[src/hdl/assert_macros.svh]
// Assertion helpers shared by the RTL modules.
`ifndef ASSERT_MACROS_SVH
`define ASSERT_MACROS_SVH

// Check a property on every clock edge while reset is inactive.
`define RIP_ASSERT(label, prop, msg) \
	label: assert property (@(posedge clk) disable iff (!arst_n) (prop)) else $error(msg);

// Check that a condition implies a consequence in the same cycle.
`define RIP_ASSERT_IMPL(label, cond, cons, msg) \
	`RIP_ASSERT(label, (cond) |-> (cons), msg)

// Check that a condition implies a consequence in the following cycle.
`define RIP_ASSERT_NEXT(label, cond, cons, msg) \
	`RIP_ASSERT(label, (cond) |=> (cons), msg)

`endif

[src/hdl/rip_pkg.sv]
package rip_pkg;

	// Configuration register indexes
	localparam logic [2:0] REG_RADIX       = 3'd0;
	localparam logic [2:0] REG_SIGNED_MODE = 3'd1;
	localparam logic [2:0] REG_VALUE_WIDTH = 3'd2;
	localparam logic [2:0] REG_ALLOW_PLUS  = 3'd3;
	localparam logic [2:0] REG_ALLOW_LZ    = 3'd4;
	localparam logic [2:0] REG_UPPER_CASE  = 3'd5;

	// Result width codes
	localparam logic [1:0] VW_8  = 2'd0;
	localparam logic [1:0] VW_16 = 2'd1;
	localparam logic [1:0] VW_32 = 2'd2;
	localparam logic [1:0] VW_64 = 2'd3;

	localparam logic [5:0] RADIX_RESET = 6'd10;

	typedef struct packed {
		logic [5:0] radix;
		logic       signed_mode;
		logic [1:0] value_width;
		logic       allow_plus;
		logic       allow_leading_zero;
		logic       upper_case;
	} cfg_t;

	// Controller to datapath
	typedef struct packed {
		logic capture;
		logic commit;
		logic load_out;
	} cmd_t;

	// Datapath to controller
	typedef struct packed {
		logic last_s1;
	} status_t;

endpackage

[src/hdl/rip_cfg.sv]
module rip_cfg (
	input  logic            clk,
	input  logic            arst_n,
	input  logic            cfg_valid,
	output logic            cfg_ready,
	input  logic [2:0]      cfg_index,
	input  logic [5:0]      cfg_data,
	output rip_pkg::cfg_t   cfg
);
	import rip_pkg::*;

	cfg_t cfg_q;

	assign cfg_ready = 1'b1;
	assign cfg      = cfg_q;

	// Write the addressed register; drop writes past the list
	always_ff @(posedge clk or negedge arst_n) begin
		if (!arst_n) begin
			cfg_q.radix              <= RADIX_RESET;
			cfg_q.signed_mode        <= 1'b0;
			cfg_q.value_width        <= VW_64;
			cfg_q.allow_plus         <= 1'b0;
			cfg_q.allow_leading_zero <= 1'b0;
			cfg_q.upper_case         <= 1'b0;
		end else if (cfg_valid && cfg_ready) begin
			unique case (cfg_index)
				REG_RADIX:       cfg_q.radix              <= cfg_data;
				REG_SIGNED_MODE: cfg_q.signed_mode        <= cfg_data[0];
				REG_VALUE_WIDTH: cfg_q.value_width        <= cfg_data[1:0];
				REG_ALLOW_PLUS:  cfg_q.allow_plus         <= cfg_data[0];
				REG_ALLOW_LZ:    cfg_q.allow_leading_zero <= cfg_data[0];
				REG_UPPER_CASE:  cfg_q.upper_case         <= cfg_data[0];
				default: ;
			endcase
		end
	end

endmodule

[src/hdl/rip_dp.sv]
module rip_dp (
	input  logic              clk,
	input  logic              arst_n,
	input  rip_pkg::cfg_t     cfg,
	input  rip_pkg::cmd_t     cmd,
	output rip_pkg::status_t  status,
	input  logic [15:0]       code_unit,
	input  logic              last_unit,
	output logic              accepted,
	output logic [63:0]       value
);
	import rip_pkg::*;

	localparam logic [1:0]  PH_START = 2'd0;
	localparam logic [1:0]  PH_SIGN  = 2'd1;
	localparam logic [1:0]  PH_DIGIT = 2'd2;
	localparam logic [15:0] CH_PLUS  = 16'h002B;
	localparam logic [15:0] CH_MINUS = 16'h002D;
	localparam logic [15:0] CH_ZERO  = 16'h0030;
	localparam logic [15:0] CH_NINE  = 16'h0039;
	localparam logic [15:0] CH_UPPER = 16'h0041;
	localparam logic [15:0] CH_LOWER = 16'h0061;

	// String state
	logic [63:0] acc_q;
	logic [1:0]  phase_q;
	logic        neg_q, rej_q, fwz_q;

	// Captured item and product
	logic [15:0] unit_s1;
	logic        last_s1;
	logic [69:0] prod_s1;

	logic        accepted_q;
	logic [63:0] value_q;

	// Next-state values
	logic [63:0] acc_n;
	logic [1:0]  phase_n;
	logic        neg_n, rej_n, fwz_n, take, fin_rej;

	logic [15:0] letter_base, letter_off;
	logic        is_num, is_let, is_dig, bad;
	logic [5:0]  dig;
	logic [63:0] umask, half, lim, signed_v, masked_v, out_v;
	logic [69:0] sum;
	logic        ovf;

	assign status.last_s1 = last_s1;
	assign accepted       = accepted_q;
	assign value          = value_q;

	// Capture the unit and the accumulator times the radix
	always_ff @(posedge clk) begin
		if (cmd.capture) begin
			unit_s1 <= code_unit;
			last_s1 <= last_unit;
			prod_s1 <= 70'(acc_q) * 70'(cfg.radix);
		end
	end

	// Decode the digit
	always_comb begin
		letter_base = cfg.upper_case ? CH_UPPER : CH_LOWER;
		letter_off  = unit_s1 - letter_base;
		is_num      = (unit_s1 >= CH_ZERO) && (unit_s1 <= CH_NINE);
		is_let      = (unit_s1 >= letter_base) && (letter_off <= 16'd25);
		is_dig      = is_num || is_let;
		if (is_num) dig = 6'(unit_s1 - CH_ZERO);
		else        dig = 6'(letter_off) + 6'd10;
		bad = !is_dig || (cfg.radix == 6'd0) || (dig >= cfg.radix);
	end

	// Width masks and magnitude limit
	always_comb begin
		unique case (cfg.value_width)
			VW_8:    begin umask = 64'h0000_0000_0000_00FF; half = 64'h0000_0000_0000_0080; end
			VW_16:   begin umask = 64'h0000_0000_0000_FFFF; half = 64'h0000_0000_0000_8000; end
			VW_32:   begin umask = 64'h0000_0000_FFFF_FFFF; half = 64'h0000_0000_8000_0000; end
			default: begin umask = 64'hFFFF_FFFF_FFFF_FFFF; half = 64'h8000_0000_0000_0000; end
		endcase
		if (cfg.signed_mode) lim = neg_q ? half : half - 64'd1;
		else                 lim = umask;
		sum = prod_s1 + 70'(dig);
		ovf = sum > 70'(lim);
	end

	// Advance the parse by one unit
	always_comb begin
		acc_n   = acc_q;
		phase_n = phase_q;
		neg_n   = neg_q;
		rej_n   = rej_q;
		fwz_n   = fwz_q;
		take    = 1'b0;
		if (!rej_q) begin
			unique case (phase_q)
				PH_START: begin
					if (unit_s1 == CH_PLUS) begin
						if (cfg.allow_plus) phase_n = PH_SIGN;
						else                rej_n   = 1'b1;
					end else if (unit_s1 == CH_MINUS && cfg.signed_mode) begin
						neg_n   = 1'b1;
						phase_n = PH_SIGN;
					end else begin
						take = 1'b1;
					end
				end
				PH_SIGN: take = 1'b1;
				default: begin
					if (fwz_q && !cfg.allow_leading_zero) rej_n = 1'b1;
					else                                  take  = 1'b1;
				end
			endcase
		end
		if (take) begin
			if (bad || ovf) begin
				rej_n = 1'b1;
			end else begin
				acc_n = sum[63:0];
				if (phase_q != PH_DIGIT) begin
					fwz_n   = (unit_s1 == CH_ZERO);
					phase_n = PH_DIGIT;
				end
			end
		end
		fin_rej = rej_n || (phase_n != PH_DIGIT);
	end

	// Negate, mask and extend the result
	always_comb begin
		signed_v = neg_n ? (64'd0 - acc_n) : acc_n;
		masked_v = signed_v & umask;
		if (cfg.signed_mode && (cfg.value_width != VW_64) && ((masked_v & half) != 64'd0))
			out_v = masked_v | ~umask;
		else
			out_v = masked_v;
	end

	// Commit string state; clear it after the last unit
	always_ff @(posedge clk or negedge arst_n) begin
		if (!arst_n) begin
			acc_q   <= 64'd0;
			phase_q <= PH_START;
			neg_q   <= 1'b0;
			rej_q   <= 1'b0;
			fwz_q   <= 1'b0;
		end else if (cmd.commit) begin
			if (last_s1) begin
				acc_q   <= 64'd0;
				phase_q <= PH_START;
				neg_q   <= 1'b0;
				rej_q   <= 1'b0;
				fwz_q   <= 1'b0;
			end else begin
				acc_q   <= acc_n;
				phase_q <= phase_n;
				neg_q   <= neg_n;
				rej_q   <= rej_n;
				fwz_q   <= fwz_n;
			end
		end
	end

	// Load the result register
	always_ff @(posedge clk or negedge arst_n) begin
		if (!arst_n) begin
			accepted_q <= 1'b0;
			value_q    <= 64'd0;
		end else if (cmd.load_out) begin
			accepted_q <= !fin_rej;
			value_q    <= fin_rej ? 64'd0 : out_v;
		end
	end

	`include "assert_macros.svh"

	`RIP_ASSERT_IMPL(a_reject_zero, !accepted_q, value_q == 64'd0, "rejected result carries a value")
	`RIP_ASSERT_NEXT(a_clear_after_last, cmd.commit && last_s1, phase_q == PH_START && !rej_q, "state not cleared after last unit")

endmodule

[src/hdl/rip_ctrl.sv]
module rip_ctrl (
	input  logic              clk,
	input  logic              arst_n,
	input  logic              in_valid,
	output logic              in_stall,
	output logic              out_valid,
	input  logic              out_stall,
	input  rip_pkg::status_t  status,
	output rip_pkg::cmd_t     cmd
);
	import rip_pkg::*;

	typedef enum logic [1:0] {
		ST_IDLE = 2'b01,
		ST_EXEC = 2'b10
	} state_t;

	state_t state_q, state_n;
	logic   out_valid_q, out_free;

	assign in_stall  = (state_q != ST_IDLE);
	assign out_valid = out_valid_q;
	assign out_free  = !out_valid_q || !out_stall;

	// Sequence capture and execute; a last unit waits for a free result register
	always_comb begin
		state_n      = state_q;
		cmd.capture  = 1'b0;
		cmd.commit   = 1'b0;
		cmd.load_out = 1'b0;
		unique case (state_q)
			ST_IDLE: begin
				if (in_valid) begin
					cmd.capture = 1'b1;
					state_n     = ST_EXEC;
				end
			end
			ST_EXEC: begin
				if (!status.last_s1 || out_free) begin
					cmd.commit   = 1'b1;
					cmd.load_out = status.last_s1;
					state_n      = ST_IDLE;
				end
			end
			default: state_n = ST_IDLE;
		endcase
	end

	always_ff @(posedge clk or negedge arst_n) begin
		if (!arst_n) begin
			state_q <= ST_IDLE;
		end else begin
			state_q <= state_n;
		end
	end

	// Hold the result beat until taken
	always_ff @(posedge clk or negedge arst_n) begin
		if (!arst_n) begin
			out_valid_q <= 1'b0;
		end else if (cmd.load_out) begin
			out_valid_q <= 1'b1;
		end else if (!out_stall) begin
			out_valid_q <= 1'b0;
		end
	end

	`include "assert_macros.svh"

	`RIP_ASSERT_NEXT(a_capture_exec, cmd.capture, state_q == ST_EXEC, "capture did not enter execute")
	`RIP_ASSERT_IMPL(a_load_on_last, cmd.load_out, cmd.commit && status.last_s1, "result load without last unit")
	`RIP_ASSERT_NEXT(a_wait_full, state_q == ST_EXEC && status.last_s1 && out_valid_q && out_stall, state_q == ST_EXEC && out_valid_q, "last unit overran a waiting result")

endmodule

[src/hdl/radix_integer_parser.sv]
// Parses a UTF-16 string, one code unit per input beat, into an 8/16/32/64-bit
// integer in the configured radix, and gives one result beat (accepted, value) on
// the unit marked last. For each code unit, the accept cycle registers the unit
// and the accumulator times the radix, and the execute state then adds the
// digit, checks the width limit and updates the string state. A last unit holds
// in the execute state while the previous result still waits on a stalled output.
// Configuration writes complete in the cycle they are presented and should be
// made only while no string is in progress.
module radix_integer_parser (
	input  logic        clk,
	input  logic        arst_n,
	input  logic        in_valid,
	output logic        in_stall,
	input  logic [15:0] code_unit,
	input  logic        last_unit,
	output logic        out_valid,
	input  logic        out_stall,
	output logic        accepted,
	output logic [63:0] value,
	input  logic        cfg_valid,
	output logic        cfg_ready,
	input  logic [2:0]  cfg_index,
	input  logic [5:0]  cfg_data
);
	import rip_pkg::*;

	cfg_t    cfg;
	cmd_t    cmd;
	status_t status;

	rip_cfg u_cfg (
		.clk       (clk),
		.arst_n    (arst_n),
		.cfg_valid (cfg_valid),
		.cfg_ready (cfg_ready),
		.cfg_index (cfg_index),
		.cfg_data  (cfg_data),
		.cfg       (cfg)
	);

	rip_ctrl u_ctrl (
		.clk       (clk),
		.arst_n    (arst_n),
		.in_valid  (in_valid),
		.in_stall  (in_stall),
		.out_valid (out_valid),
		.out_stall (out_stall),
		.status    (status),
		.cmd       (cmd)
	);

	rip_dp u_dp (
		.clk       (clk),
		.arst_n    (arst_n),
		.cfg       (cfg),
		.cmd       (cmd),
		.status    (status),
		.code_unit (code_unit),
		.last_unit (last_unit),
		.accepted  (accepted),
		.value     (value)
	);

endmodule

[config.mk]
export PLATFORM = sky130hd
export DESIGN_NAME = radix_integer_parser
export DESIGN_NICKNAME = d
export VERILOG_FILES = /design/src/hdl/rip_pkg.sv /design/src/hdl/rip_cfg.sv /design/src/hdl/rip_dp.sv /design/src/hdl/rip_ctrl.sv /design/src/hdl/radix_integer_parser.sv
export VERILOG_INCLUDE_DIRS = /design/src /design/src/hdl
export SDC_FILE = /design/constraint.sdc
export NUM_CORES = 2
export LEC_CHECK = 0
export BUFFER_PORTS_ARGS = -buffer_cell sky130_fd_sc_hd__buf_2
export CAP_MARGIN = 20
export CORE_MARGIN = 4
export CORE_UTILIZATION = 60
export DETAILED_ROUTE_END_ITERATION = 12
export GPL_ROUTABILITY_DRIVEN = 0
export PLACE_DENSITY = 0.8
export SYNTH_ARGS = -nofsm -noshare
export SYNTH_HDL_FRONTEND = slang
export SYNTH_SLANG_ARGS = --single-unit
[constraint.sdc]
create_clock -name clk -period 17.9 [get_ports clk]
set_clock_uncertainty 0.05 [all_clocks]
set_input_delay 1.79 -clock clk [delete_from_list [all_inputs] [get_ports clk]]
set_output_delay 1.79 -clock clk [all_outputs]
set_load 0.1 [all_outputs]
* Yosys cells after proc, flatten, opt, wreduce, memory -nomap -nowiden
Cells that the tools add are included.
Word-level totals: register bits 236, logic and storage cells 142, output and inout port bits 68
Cells by class: multiplexer cells 52, equality and inequality tests 21, bitwise gates (word level) 4, reduce and logical (&&, ||, !) cells 34, multiply operators 1, $add $sub $neg 6, magnitude comparators 6
Operators by type and width (count):
- 2-to-1 mux 64 bit | 8
- one-hot mux 64 bit (3 select lines) | 2
- bitwise AND 64 bit | 2
- adder 70 x 6 -> 70 bit | 1
- greater-than comparator 70 x 64 -> 1 bit | 1
- multiplier 64 x 6 -> 70 bit | 1
- NOT 64 bit | 1
- OR 64 bit | 1
- nonzero test 64 bit | 1
- subtractor 1 x 64 -> 64 bit, first input constant | 1
- subtractor 64 x 1 -> 64 bit, second input constant | 1
- == test 16 x 6 -> 1 bit, second input constant | 3
- 2-to-1 mux 2 bit | 13
- 2-to-1 mux 1 bit | 24
- greater-or-equal comparator 16 x 6 -> 1 bit, second input constant | 1
- greater-or-equal comparator 16 x 7 -> 1 bit | 1
- <= comparator 16 x 5 -> 1 bit, second input constant | 1
- <= comparator 16 x 6 -> 1 bit, second input constant | 1
- subtractor 16 x 7 -> 16 bit | 1
- AND reduction 2 bit | 7
- 2-to-1 mux 6 bit | 2
- != test 2 x 1 -> 1 bit, second input constant | 4
- != test 2 bit, second input constant | 4
- logical OR 1 bit | 7
- other kinds (17) | 35

* Depth between registers and ports, before layout
depth after elaboration 19, mapped depth 43, depth with buffers taken out 37

* By module
From an unflattened synthesis, not the netlist that was laid out.
Second synthesis, totals: cell total of the unflattened synthesis 3322, area, all modules 28203.3 µm²
Modules (own cells, without submodules):
- rip_dp | cells each 3277, area each 27533.9 µm², times used 1
- rip_cfg | cells each 32, area each 530.5 µm², times used 1
- rip_ctrl | cells each 13, area each 138.9 µm², times used 1

* Least setup slack after synthesis
No wires, ideal clock.
path kind reg-to-reg, start point register u_dp.unit_s1[0], end point register u_dp.value_q[58], in the netlist u_dp.value[58], data arrival time 9.015 ns, path slack 8.748 ns, library setup time 0.087 ns, stages on the path, launching flop included 38, buffers on the path 6, clock period less this slack 9.152 ns, path through edfxtp_1 -> inv_1 -> ha_1 -> nor2_1 -> o21ai_0 -> nand4_1 -> mux2_2 -> ha_1 -> nand3_1 -> a2111o_1 -> and2_1 -> clkbuf_1 -> nor3_1 -> nand3_1 -> xor2_1 -> inv_1 -> ha_1 -> nand4_1 -> (+2 left out) -> nor4_1 -> a21oi_1 -> o21a_1 -> buf_1 -> nor4b_4 -> buf_2 -> buf_4 -> buf_2 -> mux2i_1 -> ha_1 -> clkbuf_1 -> nand4b_1 -> nor4_1 -> mux2i_4 -> or4_1 -> o31a_1 -> xor2_1 -> a22oi_1
Between the ends: word-level cells in the longest chain between the ends 18
Ends and longest elaborated chain:
- from (decl) | RTL line rip_dp.sv:30 | logic [15:0] unit_s1;
- from (signal assigned) | RTL line rip_dp.sv:56 | unit_s1 <= code_unit;
- parallel branches: the longest is 17 deep, another holds adder 70 x 6 -> 70 bit
- 2-to-1 mux 64 bit (*) | RTL line rip_dp.sv:172 | value_q <= fin_rej ? 64'd0 : out_v;
- to (signal assigned) | RTL line rip_dp.sv:172
- to (decl) | RTL line rip_dp.sv:35 | logic [63:0] value_q;
Mark *: on every way between the ends. A chain may end at the register's enable or synchronous reset.

* Worst setup path after layout
Same ends and word-level chain as after synthesis.

==> flow_metrics.py <==
metrics = {
    "detailed_routing": {
        "vias_per_cell": 6.57,
        "routed-via-count": 24800,
        "drt.antenna.violating_nets": 0,
        "drt_first_pass_iters": 7,
        "drc": 0,
        "drt_iter0_drc": 3312,
        "routed_wl_um": 80700,
        "avgRoutedWirePerCell_um": 21.4,
    },
    "setup_path": {
        "cp_num_buf_inv": 2,
        "cp_slowest_cell": "nor3_1",
        "startpoint_type": "flop",
        "critPathTopFamily": "simple AND/OR/NAND/NOR gates",
        "rrSetupSlack_ps": 7080,
        "cp-end-kind": "flop",
        "r2r_start": "u_dp.unit_s1[0]$_DFFE_PP_",
        "reg2reg_to": "u_dp.value[58]$_DFFE_PN0P_",
        "crit_type": "reg -> reg",
        "arrival_ps": 11230,
        "slowest_delay_ps": 670,
        "critPathMaxFanout": 21,
        "worstPathRequired_ps": 18310,
        "r2r_cells": 33,
    },
    "sta": {
        "hold_viol_final": 0,
        "max_freq_mhz": 92.4,
        "period_needed_ps": 10820,
        "maxSlewHeadroom": 0.280,
        "tns_ps": 0,
        "setup_viol": 0,
        "rsz0062_at_grt": "no",
        "slew_violations": 0,
        "period_share": 0.605,
        "tightest_slew_ps": 1050,
    },
    "die": {
        "ios": 99,
        "die_area_um2": 49100,
        "die_h_um": 222,
        "num_rows": 77,
        "die_x_um": 222,
        "coreArea_um2": 44600,
        "start_util": 0.613,
    },
    "synthesis": {
        "synth_compound_area_frac": 0.143,
        "netlist_area_um2": 27400,
        "ys_warn_count": 0,
        "synth-edff-count": 87,
        "synth_top_family_by_area": "adder cells",
        "synth_area_per_cell_um2": 8.56,
        "netlist_instances": 3198,
        "synth_seq_cells": 236,
        "syn_nets": 3647,
        "synth_cell_types": 93,
        "synth_top_area_frac": 0.183,
        "ys.flop_type": "dfrtp_1",
        "seq_area_frac_synth": 0.232,
        "synth-async-reset-ratio": 0.631,
        "synth_area_leaders": "fa_1 (18%), dfrtp_1 (13%), edfxtp_1 (9.5%)",
        "synth_mux_area_frac": 0.0264,
        "synth_top_cell_by_area": "fa_1",
        "synth_fa_ha_area_frac": 0.260,
        "synth_xor_area_frac": 0.0602,
        "yosys.area_share.simple": 0.206,
    },
    "place": {
        "io_buffers": 97,
        "hpwlAfterDp_um": 61100,
    },
    "layout": {
        "nets": 3611,
        "area_growth_pct": 5.80,
        "final_layout_size_suffix_gt1_frac": 0.0698,
        "antenna_cells": 0,
        "utilization": 0.649,
    },
    "clocking": {
        "cts-hold-fix-buffers": 0,
        "clock-sinks": 236,
        "cts_resized": 0,
        "cts_tree": "yes",
        "clock_tree.root_cell": "clkbuf_16",
        "cts_buffers": 25,
        "clock_latency_ps": 560,
        "postCtsSetupBuffers": 0,
        "clk_path_buf_depth": 3,
        "htree_levels": 1,
        "clkSlewWorstSetupHoldPaths_ps": 70,
    },
    "global_route": {
        "overflow": 0,
        "grt_max_degree": 89,
        "first_global_vias": 24800,
        "antenna_found_initial": 1,
        "grt_usage": 0.322,
        "grt_pass1_wl_um": 131000,
    },
    "min_path": {
        "min-delay-start": "u_dp.value[14]$_DFFE_PN0P_",
        "hold-path-cell-count": 1,
        "hold_end": "u_dp.value[14]$_DFFE_PN0P_",
        "hp-class": "reg -> reg",
    },
    "pwr": {
        "p_leak_nw": 13.9,
        "power_density_nw_per_um2": 97.7,
        "peakVddDrop_uv": 126,
    },
    "job": {
        "maxCapViolCount": 0,
    },
    "run_status": {
        "status": "complete, no violations",
    },
}
how the worst max path moves through the flow:
stage | depth (start not counted) | start | to | slack [ps]
final | 33 | u_dp.unit_s1[0]$_DFFE_PP_ | u_dp.value[58]$_DFFE_PN0P_ | 7080
after global routing | 33 | u_dp.unit_s1[0]$_DFFE_PP_ | u_dp.value[62]$_DFFE_PN0P_ | 6380
after CTS | 32 | u_dp.unit_s1[13]$_DFFE_PP_ | u_dp.value[58]$_DFFE_PN0P_ | 7570
after detailed placement | 32 | u_dp.unit_s1[13]$_DFFE_PP_ | u_dp.value[58]$_DFFE_PN0P_ | 7660
after global placement | 31 | u_dp.unit_s1[15]$_DFFE_PP_ | u_dp.value[58]$_DFFE_PN0P_ | 8050
after floorplan | 37 | u_dp.unit_s1[0]$_DFFE_PP_ | u_dp.value[58]$_DFFE_PN0P_ | 8750
cell type report:
class,instances,area (µm²)
Clock buffer,35,714
Clock inverter,11,123
Fill cell,3534,15700
Inverter,327,1230
Multi-Input combinational cell,2448,19100
Sequential cell,236,6350
Tap cell,592,741
Timing Repair Buffer,124,732
cell usage in the layout, fill, tap and decap left out, drive strengths merged, types with 18 or more instances in the layout:
cell,netlist,final
nand2,569,569
inv,326,329
fa,250,250
ha,168,168
dfrtp,144,144
a21oi,141,141
o21ai,138,138
nor2,135,135
buf,28,122
xnor2,114,114
edfxtp,87,87
xor2,74,74
nor3,73,73
nand3,70,70
a21o,62,62
nand4,62,62
and2,59,59
mux2i,53,53
nor4,45,45
clkbuf,159,37
and3,32,32
o31ai,28,28
a211oi,25,25
a22o,25,25
o211ai,25,25
nor2b,24,24
nand2b,24,24
o21a,21,21
a31oi,19,19
or3,18,18
kinds of logic (layout without fill, tap and decap cells):
| logic type | count (synthesis) | after routing |
|---|---|---|
| flops | 236 | 236 |
| simple gates | 1179 | 1179 |
| buf+inv | 514 | 497 |
| fa+ha+maj | 418 | 418 |
| xor+xnor | 188 | 188 |
| mux | 69 | 69 |
| other cells | 1 | 1 |
| compound gates | 593 | 593 |
state kept, by name (all words and copies together) (netlist names):
name              flops
u_dp.prod_s1         70
u_dp.acc_q           64
u_dp.value           64
u_dp.unit_s1         16
u_cfg.cfg            12
u_ctrl.state_q        2
u_dp.phase_q          2
u_ctrl.out_valid      1
u_dp.accepted         1
u_dp.fwz_q            1
u_dp.neg_q            1
u_dp.rej_q            1
u_dp.status           1
per-layer routing:
metal	routed length (µm)	track usage	up-vias
met1	32000	0.451	12000
met4	2970	0.126	0
met5	0	0	-
li1	-	-	10800
met3	9760	0.0545	276
met2	35900	0.506	1738
metrics by stage:
stage | total power, mW | instance area, µm² | instances | hold slack, ps | setup WS, ps
6_report | 2.83 | 29000 | 3773 | 421 | 7080
5_1_grt | 3.00 | 29000 | 3773 | 455 | 6380
4_1_cts | 2.78 | 28900 | 3769 | 427 | 7570
3_5_place_dp | 2.24 | 28000 | 3723 | 413 | 7660
3_3_place_gp | 2.18 | 28000 | 3723 | 407 | 8050
2_1_floorplan | 1.83 | 27400 | 3198 | 433 | 8750
cell usage after synthesis, types with 7 or more instances:
library cell,number
nor3b_1,11
nand4_1,61
a21oi_1,141
nor2_1,133
mux2i_1,52
a211o_1,8
mux2_2,16
ha_1,168
and2_1,59
o211ai_1,24
nor2b_1,24
nand2_1,568
a22oi_1,7
buf_2,15
a211oi_1,25
a21o_1,62
nand2b_1,24
nand3_1,70
o21a_1,21
a221o_1,12
edfxtp_1,87
or4_1,16
fa_1,250
and3_1,32
nor4_1,41
inv_1,326
o21bai_1,8
xnor2_1,114
a31oi_1,19
or2_2,7
a22o_1,25
dfrtp_1,144
o21ai_1,10
o31ai_1,27
xor2_1,74
nor3_1,73
o21ai_0,128
clkbuf_1,157
or3_1,17
report_power, final:
part	leakage (nW)	internal (mW)	total (mW)	switching, mW
logic	10.6	0.534	1.49	0.958
registers	2.86	0.664	0.805	0.140
clock network	0.411	0.309	0.533	0.224
Note: power is estimated with default switching activity, not from simulation.
